`src/rtl/cmb_pkg.sv`:
```
// ----------------------------------------------------------------------------
// cmb_pkg
// Shared types and constants of the k-combination enumerator: field widths,
// register indexes, register reset values and the configuration and beat structures.
// ----------------------------------------------------------------------------
package cmb_pkg;

   // result and register field widths
   localparam int ELEM_W  = 6;
   localparam int POS_W   = 4;
   localparam int LIMIT_W = 6;
   localparam int COUNT_W = 5;
   localparam int CSR_W   = 6;
   localparam int CSR_IDX_W = 1;

   // register indexes
   localparam logic [CSR_IDX_W-1:0] CSR_VALUE_LIMIT  = 1'b0;
   localparam logic [CSR_IDX_W-1:0] CSR_CHOOSE_COUNT = 1'b1;

   // register reset values
   localparam logic [LIMIT_W-1:0] VALUE_LIMIT_RST  = 6'd4;
   localparam logic [COUNT_W-1:0] CHOOSE_COUNT_RST = 5'd2;

   // live configuration handed to the sequencer
   typedef struct packed {
      logic [LIMIT_W-1:0] value_limit;
      logic [COUNT_W-1:0] choose_count;
   } cfg_type;

   // one result beat
   typedef struct packed {
      logic              strobe;
      logic [ELEM_W-1:0] element_value;
      logic [POS_W-1:0]  element_position;
      logic              last_of_combination;
      logic              none_left;
   } rsp_type;

endpackage

```
`src/rtl/combination_enumerator.sv`:
```
// Order: a restart goes straight to the walk, an advance first scans the
//   store for the pivot; the k beats then come in consecutive cycles.
// Throughput: no new request is taken while busy (scanning or emitting);
//   the combination store has a single read port; a none answer known at
//   acceptance keeps the block idle, one found by a scan that runs out ends it.
// Reset: n=4, k=2, enumeration not started; the store needs no clearing.
// ----------------------------------------------------------------------------
// combination_enumerator
// Lexicographic k-of-n combination enumerator with a plain register port.
// ----------------------------------------------------------------------------
module combination_enumerator
   import cmb_pkg::*;
#(
   parameter int MAX_CHOOSE = 16,
   parameter int VALUE_BITS = 6
) (
   input  logic               clock,
   input  logic               reset,
   input  logic               start,
   output logic               busy,
   input  logic               req_restart,
   output logic               rsp_strobe,
   output logic [ELEM_W-1:0]  rsp_element_value,
   output logic [POS_W-1:0]   rsp_element_position,
   output logic               rsp_last_of_combination,
   output logic               rsp_none_left,
   input  logic               csr_write_en,
   input  logic [CSR_IDX_W-1:0] csr_index,
   input  logic [CSR_W-1:0]   csr_write_data
);

   localparam int IDX_W = (MAX_CHOOSE > 1) ? $clog2(MAX_CHOOSE) : 1;

   cfg_type               cfg_ff;
   rsp_type               rsp;
   logic                  mem_wr_en;
   logic [IDX_W-1:0]      mem_wr_addr;
   logic [VALUE_BITS-1:0] mem_wr_data;
   logic [IDX_W-1:0]      mem_rd_addr;
   logic [VALUE_BITS-1:0] mem_rd_data;

   // configuration registers
   always_ff @(posedge clock) begin
      if (reset) begin
         cfg_ff.value_limit  <= VALUE_LIMIT_RST;
         cfg_ff.choose_count <= CHOOSE_COUNT_RST;
      end else if (csr_write_en) begin
         unique case (csr_index)
            CSR_VALUE_LIMIT:  cfg_ff.value_limit  <= csr_write_data[LIMIT_W-1:0];
            CSR_CHOOSE_COUNT: cfg_ff.choose_count <= csr_write_data[COUNT_W-1:0];
            default: begin
            end
         endcase
      end
   end

   cmb_seq #(
      .MAX_CHOOSE (MAX_CHOOSE),
      .VALUE_BITS (VALUE_BITS),
      .IDX_W      (IDX_W)
   ) u_seq (
      .clock       (clock),
      .reset       (reset),
      .start       (start),
      .req_restart (req_restart),
      .busy        (busy),
      .cfg         (cfg_ff),
      .cfg_wr      (csr_write_en),
      .mem_wr_en   (mem_wr_en),
      .mem_wr_addr (mem_wr_addr),
      .mem_wr_data (mem_wr_data),
      .mem_rd_addr (mem_rd_addr),
      .mem_rd_data (mem_rd_data),
      .rsp         (rsp)
   );

   cmb_store #(
      .DEPTH  (MAX_CHOOSE),
      .DATA_W (VALUE_BITS),
      .ADDR_W (IDX_W)
   ) u_store (
      .clock      (clock),
      .wr_en      (mem_wr_en),
      .wr_addr    (mem_wr_addr),
      .wr_data    (mem_wr_data),
      .rd_addr    (mem_rd_addr),
      .rd_data_ff (mem_rd_data)
   );

   // result ports
   assign rsp_strobe              = rsp.strobe;
   assign rsp_element_value       = rsp.element_value;
   assign rsp_element_position    = rsp.element_position;
   assign rsp_last_of_combination = rsp.last_of_combination;
   assign rsp_none_left           = rsp.none_left;

endmodule

```
`src/rtl/cmb_store.sv`:
```
// ----------------------------------------------------------------------------
// cmb_store
// Storage of the current combination: one write port and one read port,
// read data registered.
// ----------------------------------------------------------------------------
module cmb_store #(
   parameter int DEPTH  = 16,
   parameter int DATA_W = 6,
   parameter int ADDR_W = 4
) (
   input  logic              clock,
   input  logic              wr_en,
   input  logic [ADDR_W-1:0] wr_addr,
   input  logic [DATA_W-1:0] wr_data,
   input  logic [ADDR_W-1:0] rd_addr,
   output logic [DATA_W-1:0] rd_data_ff
);

   logic [DATA_W-1:0] mem [DEPTH];

   // write the entry, read the addressed entry every cycle
   always_ff @(posedge clock) begin
      if (wr_en) begin
         mem[wr_addr] <= wr_data;
      end
      rd_data_ff <= mem[rd_addr];
   end

endmodule

```
`src/rtl/cmb_seq.sv`:
```
// ----------------------------------------------------------------------------
// cmb_seq
// Request sequencer: scans the stored combination from the right for the
// pivot (a restart skips the scan and refills all), then walks the positions,
// emitting the kept prefix from storage and writing back the refilled suffix.
// ----------------------------------------------------------------------------
module cmb_seq
   import cmb_pkg::*;
#(
   parameter int MAX_CHOOSE = 16,
   parameter int VALUE_BITS = 6,
   parameter int IDX_W      = 4
) (
   input  logic                  clock,
   input  logic                  reset,
   input  logic                  start,
   input  logic                  req_restart,
   output logic                  busy,
   input  cfg_type               cfg,
   input  logic                  cfg_wr,
   output logic                  mem_wr_en,
   output logic [IDX_W-1:0]      mem_wr_addr,
   output logic [VALUE_BITS-1:0] mem_wr_data,
   output logic [IDX_W-1:0]      mem_rd_addr,
   input  logic [VALUE_BITS-1:0] mem_rd_data,
   output rsp_type               rsp
);

   localparam int K_W   = 7;
   localparam int LIM_W = 8;
   localparam int CMP_W = (VALUE_BITS > LIM_W) ? VALUE_BITS : LIM_W;

   localparam logic [1:0] S_IDLE = 2'd0;
   localparam logic [1:0] S_SCAN = 2'd1;
   localparam logic [1:0] S_EMIT = 2'd2;

   logic [1:0]            state_ff, state_in;
   logic                  started_ff, started_in;
   logic                  exhausted_ff, exhausted_in;
   logic [IDX_W-1:0]      scan_idx_ff, scan_idx_in;
   logic [IDX_W-1:0]      issue_ff, issue_in;
   logic [IDX_W-1:0]      pivot_ff, pivot_in;
   logic [VALUE_BITS-1:0] run_val_ff, run_val_in;
   logic                  out_vld_ff, out_vld_in;
   logic                  out_from_mem_ff, out_from_mem_in;
   logic [VALUE_BITS-1:0] out_val_ff, out_val_in;
   logic [IDX_W-1:0]      out_pos_ff, out_pos_in;
   logic                  out_last_ff, out_last_in;
   logic                  out_none_ff, out_none_in;

   logic                  k_valid;
   logic [COUNT_W-1:0]    k_minus_one;
   logic [IDX_W-1:0]      k_last_idx;
   logic                  is_last;
   logic [LIM_W-1:0]      scan_limit;
   logic                  below_limit;
   logic [VALUE_BITS-1:0] out_value;

   // decode the configuration
   always_comb begin
      k_valid     = (cfg.choose_count != '0) &&
                    (K_W'(cfg.choose_count) <= K_W'(MAX_CHOOSE)) &&
                    (LIMIT_W'(cfg.choose_count) <= cfg.value_limit);
      k_minus_one = cfg.choose_count - COUNT_W'(1);
      k_last_idx  = IDX_W'(k_minus_one);
      is_last     = (K_W'(issue_ff) + K_W'(1)) == K_W'(cfg.choose_count);
      // largest value allowed at the scanned position: n - k + i + 1
      scan_limit  = LIM_W'(cfg.value_limit) - LIM_W'(cfg.choose_count) +
                    LIM_W'(scan_idx_ff) + LIM_W'(1);
      below_limit = CMP_W'(mem_rd_data) < CMP_W'(scan_limit);
   end

   assign busy = (state_ff != S_IDLE);

   // next state and beat generation
   always_comb begin
      state_in        = state_ff;
      started_in      = started_ff;
      exhausted_in    = exhausted_ff;
      scan_idx_in     = scan_idx_ff;
      issue_in        = issue_ff;
      pivot_in        = pivot_ff;
      run_val_in      = run_val_ff;
      out_vld_in      = 1'b0;
      out_from_mem_in = out_from_mem_ff;
      out_val_in      = out_val_ff;
      out_pos_in      = out_pos_ff;
      out_last_in     = out_last_ff;
      out_none_in     = out_none_ff;
      mem_wr_en       = 1'b0;
      mem_wr_addr     = issue_ff;
      mem_wr_data     = run_val_ff;
      mem_rd_addr     = issue_ff;

      unique case (state_ff)
         S_IDLE: begin
            mem_rd_addr = k_last_idx;
            if (start) begin
               if (req_restart || !started_ff) begin
                  started_in = 1'b1;
                  if (!k_valid) begin
                     exhausted_in    = 1'b1;
                     out_vld_in      = 1'b1;
                     out_from_mem_in = 1'b0;
                     out_val_in      = '0;
                     out_pos_in      = '0;
                     out_last_in     = 1'b1;
                     out_none_in     = 1'b1;
                  end else begin
                     // fresh start: refill everything from value 1
                     exhausted_in = 1'b0;
                     pivot_in     = '0;
                     run_val_in   = VALUE_BITS'(1);
                     issue_in     = '0;
                     state_in     = S_EMIT;
                  end
               end else if (exhausted_ff || !k_valid) begin
                  out_vld_in      = 1'b1;
                  out_from_mem_in = 1'b0;
                  out_val_in      = '0;
                  out_pos_in      = '0;
                  out_last_in     = 1'b1;
                  out_none_in     = 1'b1;
               end else begin
                  scan_idx_in = k_last_idx;
                  state_in    = S_SCAN;
               end
            end
         end
         S_SCAN: begin
            // data of scan_idx_ff arrives now; prefetch the next one down
            mem_rd_addr = scan_idx_ff - IDX_W'(1);
            if (below_limit) begin
               pivot_in   = scan_idx_ff;
               run_val_in = mem_rd_data + VALUE_BITS'(1);
               issue_in   = '0;
               state_in   = S_EMIT;
            end else if (scan_idx_ff == '0) begin
               exhausted_in    = 1'b1;
               out_vld_in      = 1'b1;
               out_from_mem_in = 1'b0;
               out_val_in      = '0;
               out_pos_in      = '0;
               out_last_in     = 1'b1;
               out_none_in     = 1'b1;
               state_in        = S_IDLE;
            end else begin
               scan_idx_in = scan_idx_ff - IDX_W'(1);
            end
         end
         S_EMIT: begin
            mem_rd_addr = issue_ff;
            out_vld_in  = 1'b1;
            out_pos_in  = issue_ff;
            out_last_in = is_last;
            out_none_in = 1'b0;
            out_val_in  = run_val_ff;
            if (issue_ff >= pivot_ff) begin
               // refill suffix: write back consecutive values
               out_from_mem_in = 1'b0;
               mem_wr_en       = 1'b1;
               run_val_in      = run_val_ff + VALUE_BITS'(1);
            end else begin
               out_from_mem_in = 1'b1;
            end
            if (is_last) begin
               state_in = S_IDLE;
            end else begin
               issue_in = issue_ff + IDX_W'(1);
            end
         end
         default: begin
            state_in = S_IDLE;
         end
      endcase

      // a register write drops the enumeration
      if (cfg_wr) begin
         started_in   = 1'b0;
         exhausted_in = 1'b0;
      end
   end

   // control registers
   always_ff @(posedge clock) begin
      if (reset) begin
         state_ff     <= S_IDLE;
         started_ff   <= 1'b0;
         exhausted_ff <= 1'b0;
         out_vld_ff   <= 1'b0;
      end else begin
         state_ff     <= state_in;
         started_ff   <= started_in;
         exhausted_ff <= exhausted_in;
         out_vld_ff   <= out_vld_in;
      end
   end

   // datapath registers
   always_ff @(posedge clock) begin
      scan_idx_ff     <= scan_idx_in;
      issue_ff        <= issue_in;
      pivot_ff        <= pivot_in;
      run_val_ff      <= run_val_in;
      out_from_mem_ff <= out_from_mem_in;
      out_val_ff      <= out_val_in;
      out_pos_ff      <= out_pos_in;
      out_last_ff     <= out_last_in;
      out_none_ff     <= out_none_in;
   end

   // drive the result beat
   assign out_value = out_from_mem_ff ? mem_rd_data : out_val_ff;

   always_comb begin
      rsp.strobe              = out_vld_ff;
      rsp.element_value       = ELEM_W'(out_value);
      rsp.element_position    = POS_W'(out_pos_ff);
      rsp.last_of_combination = out_last_ff;
      rsp.none_left           = out_none_ff;
   end

   // every accepted request is working or answering in the next cycle
   a_accept_progress: assert property (@(posedge clock) disable iff (reset)
      (start && !busy) |=> (out_vld_ff || state_ff == S_SCAN || state_ff == S_EMIT))
      else $error("accepted request left no trace");

   // beats of one combination come without gaps
   a_beats_contiguous: assert property (@(posedge clock) disable iff (reset)
      (out_vld_ff && !out_last_ff) |=> out_vld_ff)
      else $error("gap inside a combination");

   // the walk keeps going until the last position
   a_emit_continues: assert property (@(posedge clock) disable iff (reset)
      (state_ff == S_EMIT && !is_last) |=> (state_ff == S_EMIT && out_vld_ff))
      else $error("emit walk stopped early");

   // running out is always reported by a none beat
   a_exhaust_reported: assert property (@(posedge clock) disable iff (reset)
      $rose(exhausted_ff) |-> (out_vld_ff && out_none_ff && out_last_ff))
      else $error("exhaustion without none beat");

endmodule
```
`config.mk`:
```
export PLATFORM = sky130hd
export DESIGN_NAME = combination_enumerator
export DESIGN_NICKNAME = d
export VERILOG_FILES = /design/src/rtl/cmb_pkg.sv /design/src/rtl/combination_enumerator.sv /design/src/rtl/cmb_store.sv /design/src/rtl/cmb_seq.sv
export SDC_FILE = /design/constraint.sdc
export NUM_CORES = 1
export LEC_CHECK = 0
export ABC_AREA = 0
export BUFFER_PORTS_ARGS = -buffer_cell sky130_fd_sc_hd__buf_2
export CAP_MARGIN = 15
export CORE_UTILIZATION = 45
export CTS_BUF_LIST = sky130_fd_sc_hd__clkbuf_4 sky130_fd_sc_hd__clkbuf_8
export DETAILED_ROUTE_END_ITERATION = 8
export GPL_ROUTABILITY_DRIVEN = 1
export GPL_TIMING_DRIVEN = 0
export HOLD_SLACK_MARGIN = 0.15
export PLACE_DENSITY = 0.59
export SETUP_SLACK_MARGIN = 0.5
export SYNTH_ARGS = -nofsm -noshare
export SYNTH_HDL_FRONTEND = slang
export SYNTH_HIERARCHICAL = 1
export SYNTH_SLANG_ARGS = --single-unit
export TNS_END_PERCENT = 5
```
`constraint.sdc`:
```
create_clock -name clock -period 8.4 [get_ports clock]
set_clock_uncertainty 0.1 [all_clocks]
set_input_delay 0.84 -clock clock [delete_from_list [all_inputs] [get_ports clock]]
set_output_delay 0.84 -clock clock [all_outputs]
set_load 0.005 [all_outputs]
```
=== Word-level counts from Yosys, hierarchy flattened ===
Memory sizes are Yosys's and may differ from the RTL's. A register that Yosys moved wholly into a read port is not among the register bits.
Index checks and enable logic that the tools add are counted.

* Memory bits (writable): 96
* Output and inout bits: 14
* Flip-flop bits (word level): 47
* Memories: 1
* Word-level logic and storage cells: 147

* Bitwise gates (word level): 1
* Equal/unequal tests: 20
* Order comparisons: 4
* Reductions and logical operators: 23
* Multiplexer cells: 74
* $add $sub $neg: 9

{| class="wikitable"
|+ Memories
! name !! words !! bits a word !! read ports !! clocked after Yosys merged registers in !! write ports !! line !! source
|-
| u_store.mem || 16 || 6 || 1 || 1 || 1 || cmb_store.sv:19 || <nowiki>logic [DATA_W-1:0] mem [DEPTH];</nowiki>
|}

{| class="wikitable"
|+ Operator list
! operator !! count
|-
| $mux W6 || 12
|-
| $mux W4 || 17
|-
| $pmux W6 S3 || 2
|-
| $mux W1 || 25
|-
| $pmux W4 S2 || 3
|-
| $pmux W4 S3 || 2
|-
| $reduce_and A6 Y1 || 4
|-
| $reduce_and A5 Y1 || 3
|-
| $mux W2 || 7
|-
| $add A6 B1 Y6 const B || 2
|-
| $ne A2 B1 Y1 const B || 6
|-
| $ne A2 B2 Y1 const B || 6
|-
| $pmux W1 S3 || 4
|-
| $add A8 B1 Y8 const B || 1
|-
| $add A8 B4 Y8 || 1
|-
| $lt A6 B8 Y1 || 1
|-
| $sub A4 B1 Y4 const B || 2
|-
| $sub A6 B5 Y7 || 1
|-
| $le A5 B6 Y1 || 1
|-
| $ne A3 B1 Y1 const B || 2
|-
| $ne A3 B2 Y1 const B || 2
|-
| $pmux W2 S3 || 1
|-
| $add A4 B1 Y5 const B || 1
|-
| $eq A5 B5 Y1 || 1
|-
| 19 further kinds || 24
|}

=== Depth between registers and ports, before layout ===
* Word-level depth: 9
* Gate-level depth with buffers: 17
* Gate-level depth less buffers: 17

=== Modules after synthesis ===
Netlist, hierarchy kept.

{| class="wikitable"
|+ Modules (own cells, without submodules)
! module !! cells each !! area an instance (um^2) !! seq. area each (um^2) !! instances
|-
| cmb_store || 178 || 3895.0 || 3002.9 || 1
|-
| cmb_seq || 271 || 2738.9 || 1031.0 || 1
|-
| combination_enumerator || 45 || 467.9 || 220.2 || 1
|}

=== Worst setup path before layout ===
OpenSTA, ideal clock, no wires.

* Kind: register to register
* Start point: reg cfg_ff[1] (netlist name)
* End point: reg u_seq.out_from_mem_ff, enable pin
* Required time: 7894 ps
* Period minus slack after synthesis: 4666 ps
* Setup slack: 3734 ps
* Setup time: 406 ps
* Cell stages (with the launch flop): 18
* Data arrival time: 4160 ps
* Path through: dfxtp_1 inv_1 ha_1 nor2b_1 o21a_1 nor2_1 xnor2_1 ha_1 and4b_1 a211oi_1 nor3_1 xnor2_1 ha_1 nand3_1 o21ai_0 and3_4 nand2_1 a221oi_1

* Longest elaborated chain between the ends: 7

{| class="wikitable"
|+ Ends and longest elaborated chain
! element !! line !! source
|-
| from (decl) || combination_enumerator.sv:34 || <nowiki>cfg_type cfg_ff;</nowiki>
|-
| branches (longest 6 deep; another with $add A8 B4 Y8) || - ||
|-
| $reduce_and A6 Y1 (no line) * || - ||
|-
| to (signal assigned) || cmb_seq.sv:205 || <nowiki>out_from_mem_ff <= out_from_mem_in;</nowiki>
|-
| to (decl) || cmb_seq.sv:45 || <nowiki>logic out_from_mem_ff, out_from_mem_in;</nowiki>
|}

Mark *: on every way between the ends.
A chain may end at the register's enable or synchronous reset.

=== Worst setup path in the final report ===
* Start point: reg cfg_ff[0] (netlist name)
* End point: reg u_seq.run_val_ff[2] (netlist: u_seq/mem_wr_data[2]), enable pin

* Longest elaborated chain between the ends: 6

{| class="wikitable"
|+ Ends and longest elaborated chain
! element !! line !! source
|-
| $sub A6 B5 Y7 || cmb_seq.sv:68 || <nowiki>scan_limit = LIM_W'(cfg.value_limit) - LIM_W'(cfg.choose_count) +</nowiki>
|-
| $add A8 B4 Y8 || cmb_seq.sv:68 ||
|-
| $add A8 B1 Y8 || cmb_seq.sv:69 || <nowiki>LIM_W'(scan_idx_ff) + LIM_W'(1);</nowiki>
|-
| $lt A6 B8 Y1 || cmb_seq.sv:70 || <nowiki>below_limit = CMP_W'(mem_rd_data) < CMP_W'(scan_limit);</nowiki>
|-
| $ne A2 B1 Y1 (no line) || - ||
|-
| $reduce_and A6 Y1 (no line) * || - ||
|-
| to (signal assigned) || cmb_seq.sv:204 || <nowiki>run_val_ff <= run_val_in;</nowiki>
|-
| to (decl) || cmb_seq.sv:43 || <nowiki>logic [VALUE_BITS-1:0] run_val_ff, run_val_in;</nowiki>
|}

Every way passes the cells marked *; elsewhere a longest branch is shown, timed or not.

==> results.md <==
- Slew headroom: 30.2%
- FF-to-FF End: u_seq/mem_wr_data[2]
- Seq. cell area: 4250 µm²
- GPL Wtd Cong: 0.835
- Detailed Place HPWL: 10.5 mm
- Leakage: 2.85 nW
- Gr ovfl total: 0
- Syn_nets: 536
- Final setup viols: 0
- Die H: 128 µm
- Achievable Freq: 0.200 GHz
- Pin count of the biggest net entering global routing: 19
- Layout area overhead: 11.5%
- Max FO, Critical Path: 8
- Worst path required time: 8.36 ns
- Share of cells above drive strength 1: 17.9%
- Max Cap Viol: 0
- Endpoint class of the critical path: register
- Gr usage total: 20.1%
- Wire length of the first global-routing pass: 23.6 mm
- Power Density: 328 nW/µm²
- DR iter-0 viols: 374
- Hold EP: cfg_ff[5]
- Met1 wire length: 6.92 mm
- RSZ-0062 raised after global routing: no
- Max-slew violation count: 0
- Routed via count: 4,235
- Hold path startpoint: cfg_ff[5]
- Layout Cells excl Fill: 763
- Top_reg_cell synth: edfxtp_1
- Clk root buf: clkbuf_8
- Largest buffer count on any clock path: 2
- Critical Path Start Type: register
- Yosys warnings: 6
- CTS tree: yes
- Initial antenna violation count: 0
- Final hold vios: 0
- Most frequent cells in the layout: 127 x edfxtp_1, 36 x nor2_1, 28 x ha_1
- Avg Cell Area, Syn: 14.4 µm²
- Initial Util: 46.4%
- Setup CP Type: reg -> reg
- Worst-margin pin slew: 1.04 ns
- Layout net count: 581
- Post-synth EDFFs: 127
- Critical Path AT: 4.97 ns
- Fin crit share: 59.7%
- Placed insts: 731
- Mapped cell area: 7100 µm²
- Multi-input logic area: 2660 µm²
- DR vias/cell: 5.55
- Clock Pin Slew Worst Setup and Hold Paths: 0.09 ns
- Chip Width: 128 µm
- Hold Slack: 0.380 ns
- Inserted Diodes: 0
- FF+latch count, synth: 149
- Post-CTS Hold Fix Bufs: 0
- CTS H-tree lvls: 4
- Fillcell total: 1,311
- Post-synthesis sequential area ratio: 59.9%
- Post-CTS resize count: 0
- Peak VDD IR: 0.124 mV
- Clock Latency Late Sink: 0.44 ns
- Ys async rst share: 0%
- TNS Setup: 0 ns
- Met2 Routed Length: 7.13 mm
- Clock sinks: 149
- Reg2reg start: cfg_ff[0]
- Number of global-route vias before repair: 4,196
- Total CTS buffers: 17
- Post-route DRC: 0
- Synth cell types: 65
- Reg2reg setup slack: 3.39 ns
- Post-CTS Setup Inserts: 0
- Top Metal Used: met4
- Core Region: 15,300 µm²
- Time the worst path needs with I/O delays and setup: 5.01 ns
- Die area: 16,300 µm²
- Top Ports: 26
- Drt wl/cell: 19.7 µm
- Buffers on Ports: 25
- Final ANT Viol Nets: 0
- Outcome: completed
- Hold depth: 2
- Cells on worst reg2reg path: 15
- HP Class: reg -> reg
- Most common cell after layout, fill and taps aside: edfxtp_1
- Detailed Routing Iterations Pass 1: 5
- Met3 WL: 711 µm
- Row count: 45
- Gate Count Post-Synth: 494
- Total Wirelength: 15.0 mm
-- per-layer routing --
metal | GRT usage, % | up-vias
met3 | 3.89 | 15
met5 | 0 | -
li1 | - | 1975
met4 | 7.68 | 0
met1 | 27.8 | 2118
met2 | 31.4 | 127
-- synthesized netlist by cell type, types with 4 or more instances --
cell        n  area [µm²]
nand2b_1   17         106
a21oi_1    11        55.1
mux2i_1     9        90.1
dfxtp_1    22         440
buf_6       5        56.3
mux2_2      6        67.6
nor3_1      9        45.0
and3_1      4        25.0
nand2_1    26        97.6
a22oi_1    14         105
and2_1     18         113
inv_1      20        75.1
mux4_2     12         270
mux4_1     12         315
clkbuf_1    5        18.8
xor2_1      8        70.1
a21o_1      8        60.1
xnor2_1    12         105
edfxtp_1  127        3810
nor2_1     36         135
nor2b_1     7        43.8
a31oi_1     4        25.0
nand3_1    11        55.1
ha_1       28         350
o21ai_0     7        35.0
buf_4       4        30.0
-- cell families (layout without fill, tap and decap cells) --
| logic type | after synthesis | after routing | synth area share, % |
|---|---|---|---|
| fa+ha+maj | 30 | 30 | 5.50 |
| compound gates | 68 | 68 | 7.19 |
| buf+inv | 37 | 95 | 2.73 |
| mux | 39 | 39 | 10.5 |
| xor+xnor | 20 | 20 | 2.47 |
| flops | 149 | 149 | 59.9 |
| simple gates | 151 | 151 | 11.8 |
-- layout make-up --
type,count,area share [%]
timing repair buffer,26,1.68
buffer,17,1.50
tap,211,3.33
multi-input combinational,308,33.6
clock inverter,15,2.26
sequential,149,53.7
inverter,20,0.948
clock buffer,17,2.96
-- metrics by stage --
step	setup WS [ns]	cell area, µm²	utilization (%)	total power [mW]
global route	3.06	7920	51.7	2.74
detailed placement	3.45	7500	49.0	2.04
global placement	2.94	7490	48.9	2.01
floorplan	3.73	7100	-	1.73
finish	3.39	7920	51.7	2.59
CTS	3.41	7920	51.7	2.61
-- how the worst max path moves through the flow --
stage | startpoint | to | slack, ns
floorplan | cfg_ff[1] | u_seq/out_from_mem_ff | 3.73
global placement | cfg_ff[0] | u_seq/out_pos_ff[3] | 2.94
detailed placement | cfg_ff[0] | u_seq/mem_wr_data[4] | 3.45
CTS | cfg_ff[0] | u_seq/mem_wr_data[2] | 3.41
global route | cfg_ff[2] | u_seq/mem_wr_data[2] | 3.06
finish | cfg_ff[0] | u_seq/mem_wr_data[2] | 3.39
-- worst max-delay path, stage by stage (launching register included) --
cell and delay [ns]:
dfxtp_1 0.50, ha_1 0.20, inv_1 0.05, fa_1 0.41
xor2_1 0.31, ha_1 0.32, a21o_1 0.20, a211oi_1 0.27
nor3_1 0.12, xnor2_1 0.33, ha_1 0.31, a21oi_1 0.12
o21ai_0 0.17, and3_4 0.26, a21oi_2 0.17, nor3b_1 0.78
-- registers in the layout, indices dropped and copies added, names as in the netlist --
| name | cells |
|---|---|
| u_seq/out_none_ff | 1 |
| u_seq/out_vld_ff | 1 |
| u_seq/exhausted_ff | 1 |
| u_seq/out_last_ff | 1 |
| cfg_ff | 11 |
| u_seq/mem_wr_addr | 4 |
| u_seq/mem_wr_data | 6 |
| u_seq/state_ff | 2 |
| u_seq/out_from_mem_ff | 1 |
| u_seq/scan_idx_ff | 4 |
| u_seq/out_pos_ff | 4 |
| u_store/mem | 96 |
| u_seq/started_ff | 1 |
| u_seq/out_val_ff | 6 |
| u_seq/pivot_ff | 4 |
| u_store/rd_data_ff | 6 |
-- where the power goes --
group | switching [mW] | leakage (nW) | internal, mW | total [mW]
sequential | 0.158 | 1.35 | 1.00 | 1.16
clock | 0.275 | 0.197 | 0.295 | 0.570
combinational | 0.464 | 1.31 | 0.398 | 0.863
total | 0.897 | 2.85 | 1.70 | 2.59
No activity file was read; power rests on OpenSTA's default activity.
